===== src/design/pdpmc_pkg.sv =====
// Package for the PD position motor controller.
// Holds register indexes, reset values, beat layouts and the configuration type.
// Used by every module of the block; depends on nothing.
package pdpmc_pkg;

    localparam int IN_W  = 64;
    localparam int OUT_W = 56;

    localparam int TGT_LSB = 0;
    localparam int ENC_LSB = 32;
    localparam int POS_W   = 32;

    localparam int DUTY_LSB = 0;
    localparam int DRV_LSB  = 8;
    localparam int FWD_LSB  = 17;
    localparam int REV_LSB  = 18;
    localparam int REP_LSB  = 19;
    localparam int REP_W    = 33;

    typedef logic [1:0] t_cfg_idx;

    localparam t_cfg_idx REG_P_GAIN      = 2'd0;
    localparam t_cfg_idx REG_D_GAIN      = 2'd1;
    localparam t_cfg_idx REG_DEADBAND    = 2'd2;
    localparam t_cfg_idx REG_DRIVE_LIMIT = 2'd3;

    localparam logic [15:0] RST_P_GAIN      = 16'd912;
    localparam logic [15:0] RST_D_GAIN      = 16'd1699;
    localparam logic [15:0] RST_DEADBAND    = 16'd5;
    localparam logic [7:0]  RST_DRIVE_LIMIT = 8'd100;

    typedef struct packed {
        logic [15:0] p_gain;
        logic [15:0] d_gain;
        logic [15:0] deadband;
        logic [7:0]  drive_limit;
    } t_cfg;

endpackage


===== src/design/pdpmc_error_stage.sv =====
// Input register and error stage of the PD position motor controller.
// Forms the error, its magnitude, the deadband flag and the change of magnitude.
// Depends on pdpmc_pkg.
module pdpmc_error_stage #(
    parameter int POS_BITS = 32
) (
    input  logic                   i_clk,
    input  logic                   i_rst_n,
    input  pdpmc_pkg::t_cfg        i_cfg,
    input  logic                   i_valid,
    output logic                   o_ready,
    input  logic [31:0]            i_target,
    input  logic [31:0]            i_encoder,
    output logic                   o_valid,
    input  logic                   i_ready,
    output logic signed [POS_BITS:0]   o_err,
    output logic [POS_BITS-1:0]    o_mag,
    output logic signed [POS_BITS:0]   o_diff,
    output logic                   o_inside
);
    import pdpmc_pkg::*;

    localparam int EW = POS_BITS + 1;
    localparam int CW = POS_BITS + 16;

    logic                       r_a_vld;
    logic signed [POS_BITS-1:0] r_tgt;
    logic signed [POS_BITS-1:0] r_enc;
    logic                       r_b_vld;
    logic signed [EW-1:0]       r_err;
    logic [POS_BITS-1:0]        r_mag;
    logic signed [EW-1:0]       r_diff;
    logic                       r_inside;
    logic [POS_BITS-1:0]        r_last;

    logic                       a_rdy;
    logic                       b_rdy;
    logic signed [EW-1:0]       n_err;
    logic [POS_BITS-1:0]        n_mag;
    logic signed [EW-1:0]       n_diff;
    logic                       n_inside;
    logic [EW-1:0]              neg_err;

    assign b_rdy   = !r_b_vld || i_ready;
    assign a_rdy   = !r_a_vld || b_rdy;
    assign o_ready = a_rdy;

    always_comb begin
        n_err    = EW'(r_tgt) - EW'(r_enc);
        neg_err  = -n_err;
        n_mag    = n_err[EW-1] ? neg_err[POS_BITS-1:0] : n_err[POS_BITS-1:0];
        n_diff   = $signed({1'b0, n_mag}) - $signed({1'b0, r_last});
        n_inside = CW'(n_mag) < CW'(i_cfg.deadband);
    end

    always_ff @(posedge i_clk) begin
        if (!i_rst_n) begin
            r_a_vld <= 1'b0;
        end else if (a_rdy) begin
            r_a_vld <= i_valid;
        end
    end

    always_ff @(posedge i_clk) begin
        if (a_rdy && i_valid) begin
            r_tgt <= i_target[POS_BITS-1:0];
            r_enc <= i_encoder[POS_BITS-1:0];
        end
    end

    always_ff @(posedge i_clk) begin
        if (!i_rst_n) begin
            r_b_vld <= 1'b0;
            r_last  <= '0;
        end else if (b_rdy) begin
            r_b_vld <= r_a_vld;
            if (r_a_vld) begin
                r_last <= n_mag;
            end
        end
    end

    always_ff @(posedge i_clk) begin
        if (b_rdy && r_a_vld) begin
            r_err    <= n_err;
            r_mag    <= n_mag;
            r_diff   <= n_diff;
            r_inside <= n_inside;
        end
    end

    assign o_valid  = r_b_vld;
    assign o_err    = r_err;
    assign o_mag    = r_mag;
    assign o_diff   = r_diff;
    assign o_inside = r_inside;

endmodule


===== src/design/pdpmc_mult_stage.sv =====
// Gain multiply stage of the PD position motor controller.
// Registers the proportional and derivative products of one beat.
// Depends on pdpmc_pkg.
module pdpmc_mult_stage #(
    parameter int POS_BITS = 32
) (
    input  logic                        i_clk,
    input  logic                        i_rst_n,
    input  pdpmc_pkg::t_cfg             i_cfg,
    input  logic                        i_valid,
    output logic                        o_ready,
    input  logic signed [POS_BITS:0]    i_err,
    input  logic [POS_BITS-1:0]         i_mag,
    input  logic signed [POS_BITS:0]    i_diff,
    input  logic                        i_inside,
    output logic                        o_valid,
    input  logic                        i_ready,
    output logic [POS_BITS+15:0]        o_pprod,
    output logic signed [POS_BITS+17:0] o_dprod,
    output logic signed [POS_BITS:0]    o_err,
    output logic                        o_inside
);
    import pdpmc_pkg::*;

    localparam int PW = POS_BITS + 16;
    localparam int DW = POS_BITS + 18;

    logic                    r_vld;
    logic [PW-1:0]           r_pprod;
    logic signed [DW-1:0]    r_dprod;
    logic signed [POS_BITS:0] r_err;
    logic                    r_inside;
    logic                    rdy;

    assign rdy     = !r_vld || i_ready;
    assign o_ready = rdy;

    always_ff @(posedge i_clk) begin
        if (!i_rst_n) begin
            r_vld <= 1'b0;
        end else if (rdy) begin
            r_vld <= i_valid;
        end
    end

    always_ff @(posedge i_clk) begin
        if (rdy && i_valid) begin
            r_pprod  <= PW'(i_cfg.p_gain) * PW'(i_mag);
            r_dprod  <= DW'($signed({1'b0, i_cfg.d_gain})) * DW'(i_diff);
            r_err    <= i_err;
            r_inside <= i_inside;
        end
    end

    assign o_valid  = r_vld;
    assign o_pprod  = r_pprod;
    assign o_dprod  = r_dprod;
    assign o_err    = r_err;
    assign o_inside = r_inside;

endmodule


===== src/design/pdpmc_drive_stage.sv =====
// Drive stage and result register of the PD position motor controller.
// Sums the products, scales toward zero, clamps, and sets direction and error.
// Depends on pdpmc_pkg.
module pdpmc_drive_stage #(
    parameter int POS_BITS       = 32,
    parameter int GAIN_FRAC_BITS = 16
) (
    input  logic                        i_clk,
    input  logic                        i_rst_n,
    input  pdpmc_pkg::t_cfg             i_cfg,
    input  logic                        i_valid,
    output logic                        o_ready,
    input  logic [POS_BITS+15:0]        i_pprod,
    input  logic signed [POS_BITS+17:0] i_dprod,
    input  logic signed [POS_BITS:0]    i_err,
    input  logic                        i_inside,
    output logic                        o_valid,
    input  logic                        i_ready,
    output logic [pdpmc_pkg::OUT_W-1:0] o_data
);
    import pdpmc_pkg::*;

    localparam int SW = POS_BITS + 19;

    logic                 r_vld;
    logic [OUT_W-1:0]     r_data;
    logic                 rdy;

    logic signed [SW-1:0] sum;
    logic [SW-1:0]        neg_sum;
    logic [SW-1:0]        mag_sum;
    logic [SW-1:0]        scaled;
    logic [7:0]           duty;
    logic [8:0]           drive;
    logic                 fwd;
    logic                 rev;
    logic [REP_W-1:0]     rep;
    logic [OUT_W-1:0]     n_data;

    assign rdy     = !r_vld || i_ready;
    assign o_ready = rdy;

    always_comb begin
        sum     = SW'(i_pprod) + SW'(i_dprod);
        neg_sum = -sum;
        mag_sum = sum[SW-1] ? neg_sum : sum;
        scaled  = mag_sum >> GAIN_FRAC_BITS;
        duty    = (scaled > SW'(i_cfg.drive_limit)) ? i_cfg.drive_limit : scaled[7:0];
        drive   = sum[SW-1] ? -{1'b0, duty} : {1'b0, duty};
        fwd     = !i_inside && !i_err[POS_BITS] && (i_err != '0);
        rev     = !i_inside && i_err[POS_BITS];
        rep     = i_inside ? '0 : REP_W'(i_err);
        n_data  = '0;
        n_data[DUTY_LSB +: 8]    = duty;
        n_data[DRV_LSB +: 9]     = drive;
        n_data[FWD_LSB]          = fwd;
        n_data[REV_LSB]          = rev;
        n_data[REP_LSB +: REP_W] = rep;
    end

    always_ff @(posedge i_clk) begin
        if (!i_rst_n) begin
            r_vld <= 1'b0;
        end else if (rdy) begin
            r_vld <= i_valid;
        end
    end

    always_ff @(posedge i_clk) begin
        if (rdy && i_valid) begin
            r_data <= n_data;
        end
    end

    assign o_valid = r_vld;
    assign o_data  = r_data;

endmodule


===== src/design/pd_position_motor_control.sv =====
// Top level of the PD position motor controller.
// Holds the configuration registers and chains the error, multiply and drive stages.
// Depends on pdpmc_pkg, pdpmc_error_stage, pdpmc_mult_stage and pdpmc_drive_stage.
//
// Each input beat is one control tick carrying a target and an encoder position.
// The block accepts one beat per clock cycle when the output is not stalled and
// returns one result beat per tick. The beat is taken into the input register at
// the accepting edge and then passes through the three register stages that
// follow it: the error and magnitude register, the gain product register and the
// result register. Every stage is elastic, so a stalled output fills the pipeline
// before the input deasserts tready. The previous error magnitude is held in the
// error stage and starts at zero after reset. Configuration registers are to be
// written through i_cfg_we only while the block is idle; the block itself does
// not enforce this. Writes apply to every beat that follows.
module pd_position_motor_control #(
    parameter int POS_BITS       = 32,
    parameter int GAIN_FRAC_BITS = 16
) (
    input  logic                        i_clk,
    input  logic                        i_rst_n,
    input  logic                        i_cfg_we,
    input  pdpmc_pkg::t_cfg_idx         i_cfg_index,
    input  logic [15:0]                 i_cfg_data,
    input  logic                        s_axis_tvalid,
    output logic                        s_axis_tready,
    // Fields from bit 0: target_pos[31:0], encoder_pos[31:0].
    input  logic [pdpmc_pkg::IN_W-1:0]  s_axis_tdata,
    output logic                        m_axis_tvalid,
    input  logic                        m_axis_tready,
    // Fields from bit 0: duty[7:0], drive[8:0], dir_forward, dir_reverse,
    // reported_error[32:0], then zero fill.
    output logic [pdpmc_pkg::OUT_W-1:0] m_axis_tdata
);
    import pdpmc_pkg::*;

    t_cfg r_cfg;

    logic                        e_vld;
    logic                        e_rdy;
    logic signed [POS_BITS:0]    e_err;
    logic [POS_BITS-1:0]         e_mag;
    logic signed [POS_BITS:0]    e_diff;
    logic                        e_inside;

    logic                        m_vld;
    logic                        m_rdy;
    logic [POS_BITS+15:0]        m_pprod;
    logic signed [POS_BITS+17:0] m_dprod;
    logic signed [POS_BITS:0]    m_err;
    logic                        m_inside;

    always_ff @(posedge i_clk) begin
        if (!i_rst_n) begin
            r_cfg.p_gain      <= RST_P_GAIN;
            r_cfg.d_gain      <= RST_D_GAIN;
            r_cfg.deadband    <= RST_DEADBAND;
            r_cfg.drive_limit <= RST_DRIVE_LIMIT;
        end else if (i_cfg_we) begin
            case (i_cfg_index)
                REG_P_GAIN:      r_cfg.p_gain      <= i_cfg_data;
                REG_D_GAIN:      r_cfg.d_gain      <= i_cfg_data;
                REG_DEADBAND:    r_cfg.deadband    <= i_cfg_data;
                REG_DRIVE_LIMIT: r_cfg.drive_limit <= i_cfg_data[7:0];
                default: begin
                end
            endcase
        end
    end

    pdpmc_error_stage #(
        .POS_BITS (POS_BITS)
    ) u_error (
        .i_clk     (i_clk),
        .i_rst_n   (i_rst_n),
        .i_cfg     (r_cfg),
        .i_valid   (s_axis_tvalid),
        .o_ready   (s_axis_tready),
        .i_target  (s_axis_tdata[TGT_LSB +: POS_W]),
        .i_encoder (s_axis_tdata[ENC_LSB +: POS_W]),
        .o_valid   (e_vld),
        .i_ready   (e_rdy),
        .o_err     (e_err),
        .o_mag     (e_mag),
        .o_diff    (e_diff),
        .o_inside  (e_inside)
    );

    pdpmc_mult_stage #(
        .POS_BITS (POS_BITS)
    ) u_mult (
        .i_clk    (i_clk),
        .i_rst_n  (i_rst_n),
        .i_cfg    (r_cfg),
        .i_valid  (e_vld),
        .o_ready  (e_rdy),
        .i_err    (e_err),
        .i_mag    (e_mag),
        .i_diff   (e_diff),
        .i_inside (e_inside),
        .o_valid  (m_vld),
        .i_ready  (m_rdy),
        .o_pprod  (m_pprod),
        .o_dprod  (m_dprod),
        .o_err    (m_err),
        .o_inside (m_inside)
    );

    pdpmc_drive_stage #(
        .POS_BITS       (POS_BITS),
        .GAIN_FRAC_BITS (GAIN_FRAC_BITS)
    ) u_drive (
        .i_clk    (i_clk),
        .i_rst_n  (i_rst_n),
        .i_cfg    (r_cfg),
        .i_valid  (m_vld),
        .o_ready  (m_rdy),
        .i_pprod  (m_pprod),
        .i_dprod  (m_dprod),
        .i_err    (m_err),
        .i_inside (m_inside),
        .o_valid  (m_axis_tvalid),
        .i_ready  (m_axis_tready),
        .o_data   (m_axis_tdata)
    );

endmodule

===== config.mk =====
export PLATFORM = sky130hd
export DESIGN_NAME = pd_position_motor_control
export DESIGN_NICKNAME = d
export VERILOG_FILES = /design/src/design/pdpmc_pkg.sv /design/src/design/pdpmc_error_stage.sv /design/src/design/pdpmc_mult_stage.sv /design/src/design/pdpmc_drive_stage.sv /design/src/design/pd_position_motor_control.sv
export SDC_FILE = /design/constraint.sdc
export NUM_CORES = 2
export LEC_CHECK = 0
export ABC_AREA = 1
export ABC_CLOCK_PERIOD_IN_PS = 8200
export BUFFER_PORTS_ARGS = -buffer_cell sky130_fd_sc_hd__clkbuf_2
export CORE_MARGIN = 10
export CORE_UTILIZATION = 35
export DETAILED_ROUTE_END_ITERATION = 6
export HOLD_SLACK_MARGIN = 0.1
export PLACE_DENSITY_LB_ADDON = 0.12
export SLEW_MARGIN = 20
export SYNTH_ARGS = -nofsm -noshare
export SYNTH_HDL_FRONTEND = slang
export SYNTH_SLANG_ARGS = --single-unit

===== constraint.sdc =====
create_clock -name i_clk -period 8.2 [get_ports i_clk]
set_input_delay 0.41 -clock i_clk [delete_from_list [all_inputs] [get_ports i_clk]]
set_output_delay 0.41 -clock i_clk [all_outputs]
set_load 0.02 [all_outputs]

==> reports/summary.txt <==
num ports: 145
Crit Path Max Fanout: 15
worst relative slew slack: 27.1%
WL/cell: 19.1 um
fillers: 17583
startpoint types: flip-flop
hold endpoint: r_cfg[10]$_SDFFE_PN1P_
number of cells on the worst reg-to-reg path: 24
synthesized area per cell: 8.05 sq um
Via density: 4.75
post-synthesis sequential area ratio: 20.5%
Worst Tran Pin Value: 1.09 ns
Final min period: 7.65 ns
flops & latches, synth: 437
count of cell types in the netlist: 55
1st-iter DRT viols: 2887
clk root buf: clkbuf_16
Post-synth EDFFs: 345
data arrival time of the worst path: 8.06 ns
DR DRC count: 0
Setup CP Type: reg2reg
vias in the first global route: 49070
Final Routed Wirelength: 186000 um
Yosys Warn Count: 0
ys async rst share: 0%
Die Y: 432 um
count of pins over their slew limit: 0
cell area after synthesis: 0.0595 sq mm
CTS tree: yes
Max Freq: 131 MHz
clock buffer count from CTS: 55
worst skew pair latency: 0.71 ns
row count: 151
die footprint: 0.187 sq mm
port bufs: 140
final number of hold-violating endpoints: 0
Primary FF master, synth: edfxtp_1
Longest Clk Path Bufs: 3
CTS sink cnt: 437
Post-DRT Antenna Nets: 0
CORE AREA: 0.169 sq mm
CP endpoint kind: flip-flop
area added between synthesis and finish: 9.55%
Finished Core Util: 38.5%
Setup TNS Final: 0 ns
RR Endpoint: u_mult.o_pprod[39]$_DFFE_PP_
largest net degree at the start of global routing: 82
Via Count: 46204
most frequent cells in the layout: nand2_1 (1941), inv_1 (1871), fa_1 (924), ha_1 (375), nor2_1 (349)
WHS: 0.177 ns
hold wc startpoint: i_cfg_we
starting density of the core: 35.2%
final period utilization: 93.3%
initial antenna violation count: 8
Crit path required time: 8.61 ns
final setup vio count: 0
Worst R2R Setup Slack: 0.55 ns
clock transition at the registers of the reported paths: 0.08 ns
number of max-cap violations: 0
Hold WC Path Type: in2reg
GRT Total Usage: 20.0%
commonest non-fill, non-tap cell in the layout: nand2_1
drt first pass iters: 5
nets: 8858
Setup Skew: 0.0666 ns
RePlAce Congestion: 0.881
Die X: 432 um
post-detail-place hpwl: 153000 um
synthesized instance count: 7397
total grt overflow: 0
outcome: finished clean
first-pass GRT wire length: 291000 um
Cells on Worst Hold Path: 4
share of layout cells above drive strength 1: 6.00%
RSZ-0062 raised after global routing: no
H-Tree Depth: 2
reg2reg start: r_cfg[44]$_SDFFE_PN1P_
## registers in the layout, indices dropped and copies added, names as in the netlist, 32 cells and up
name and count:
u_mult.o_err 33, u_mult.o_dprod 50, u_error.o_err 32, u_drive.o_data 51
u_error.r_last 32, u_error.o_diff 33, u_error.r_tgt 32, u_mult.o_pprod 48
u_error.o_mag 32, r_cfg 56, u_error.r_enc 32
## layout make-up
type / count / area (sq um) / area share, %
Clock buffer: 67 / 1430 / 2.19
Multi-Input combinational cell: 4769 / 39100 / 59.9
Antenna cell: 1 / 2.50 / 0.00384
Sequential cell: 437 / 12200 / 18.7
Inverter: 1894 / 7120 / 10.9
Clock inverter: 36 / 410 / 0.629
Tap cell: 2218 / 2780 / 4.26
Timing Repair Buffer: 315 / 2200 / 3.37
## cell usage after synthesis, types with 11 or more instances
master / count / share of area, %
edfxtp_1: 345 / 17
ha_1: 375 / 7.9
nor3_1: 41 / 0.34
o21bai_1: 15 / 0.19
xor2_1: 145 / 2.1
nand3b_1: 13 / 0.16
nor2_2: 24 / 0.25
a31oi_1: 24 / 0.25
o21a_1: 11 / 0.14
xnor2_1: 51 / 0.75
nand4_1: 47 / 0.49
nor2_1: 351 / 2.2
inv_1: 1873 / 12
nand3_1: 184 / 1.5
nand2_2: 31 / 0.33
a21oi_1: 302 / 2.5
clkbuf_1: 286 / 1.8
nand2_1: 1941 / 12
o21ai_0: 166 / 1.4
fa_1: 924 / 31
dfxtp_1: 92 / 3.1
inv_2: 18 / 0.11
o211ai_1: 15 / 0.19
## cells by family (layout without fill, tap and decap cells)
family,after synthesis,after routing,synth area share [%]
flops,437,437,20.5
fa+ha+maj,1299,1299,39.0
xor+xnor,197,197,2.91
compound gates,595,595,5.51
simple gates,2674,2674,18.2
other cells,1,5,0.00630
buf+inv,2194,2312,13.9
## how the worst max path moves through the flow
stage	cells past startpoint	slack, ns	start	end
floorplan	26	1.41	u_error.o_mag[5]$_DFFE_PP_	u_mult.o_pprod[46]$_DFFE_PP_
global placement	24	0.68	u_error.o_mag[4]$_DFFE_PP_	u_mult.o_pprod[45]$_DFFE_PP_
detailed placement	24	0.59	u_error.o_mag[1]$_DFFE_PP_	u_mult.o_pprod[39]$_DFFE_PP_
CTS	24	0.57	u_error.o_mag[1]$_DFFE_PP_	u_mult.o_pprod[39]$_DFFE_PP_
global route	26	0.01	r_cfg[44]$_SDFFE_PN1P_	u_mult.o_pprod[45]$_DFFE_PP_
finish	24	0.55	r_cfg[44]$_SDFFE_PN1P_	u_mult.o_pprod[39]$_DFFE_PP_
## per-stage QoR
stage / instance area (sq um) / setup slack, ns / std cells
finish: 65200 / 0.548 / 9737
global route: 65200 / 0.0126 / 9736
CTS: 65200 / 0.571 / 9730
detailed placement: 62600 / 0.587 / 9558
global placement: 62600 / 0.678 / 9558
floorplan: 59500 / 1.41 / 7400
## metal layers
layer | routed length [um] | global-route usage [%]
met4 | 5310 | 5.24
met5 | 0 | 0
met1 | 84300 | 27.2
met3 | 9390 | 2.60
met2 | 87300 | 33.6
## critical path, cell delays in order (launching register included)
cell and delay [ns]:
dfxtp_1 0.73, nand2_1 0.14, fa_1 0.52, inv_1 0.06
fa_1 0.48, ha_1 0.23, fa_1 0.53, inv_1 0.05
fa_1 0.47, fa_1 0.56, inv_1 0.04, ha_1 0.33
a21oi_1 0.15, o21ai_0 0.16, a31oi_1 0.27, o21ai_0 0.20
a21boi_0 0.46, o21ai_0 0.22, a21boi_0 0.44, o21bai_1 0.18
a21boi_0 0.36, o21ai_0 0.24, a21oi_1 0.25, o21ai_0 0.13
xor2_1 0.15
## what timing repair did
item,CTS,global route
endpoints found under the hold margin,71,0
gates resized for setup,0,0
hold buffers,69,0
buffers inserted,0,6
setup endpoints to repair,0,2
Power is not shown: default switching activity piles up to over one toggle a cycle in this logic, so the estimate is an artifact.
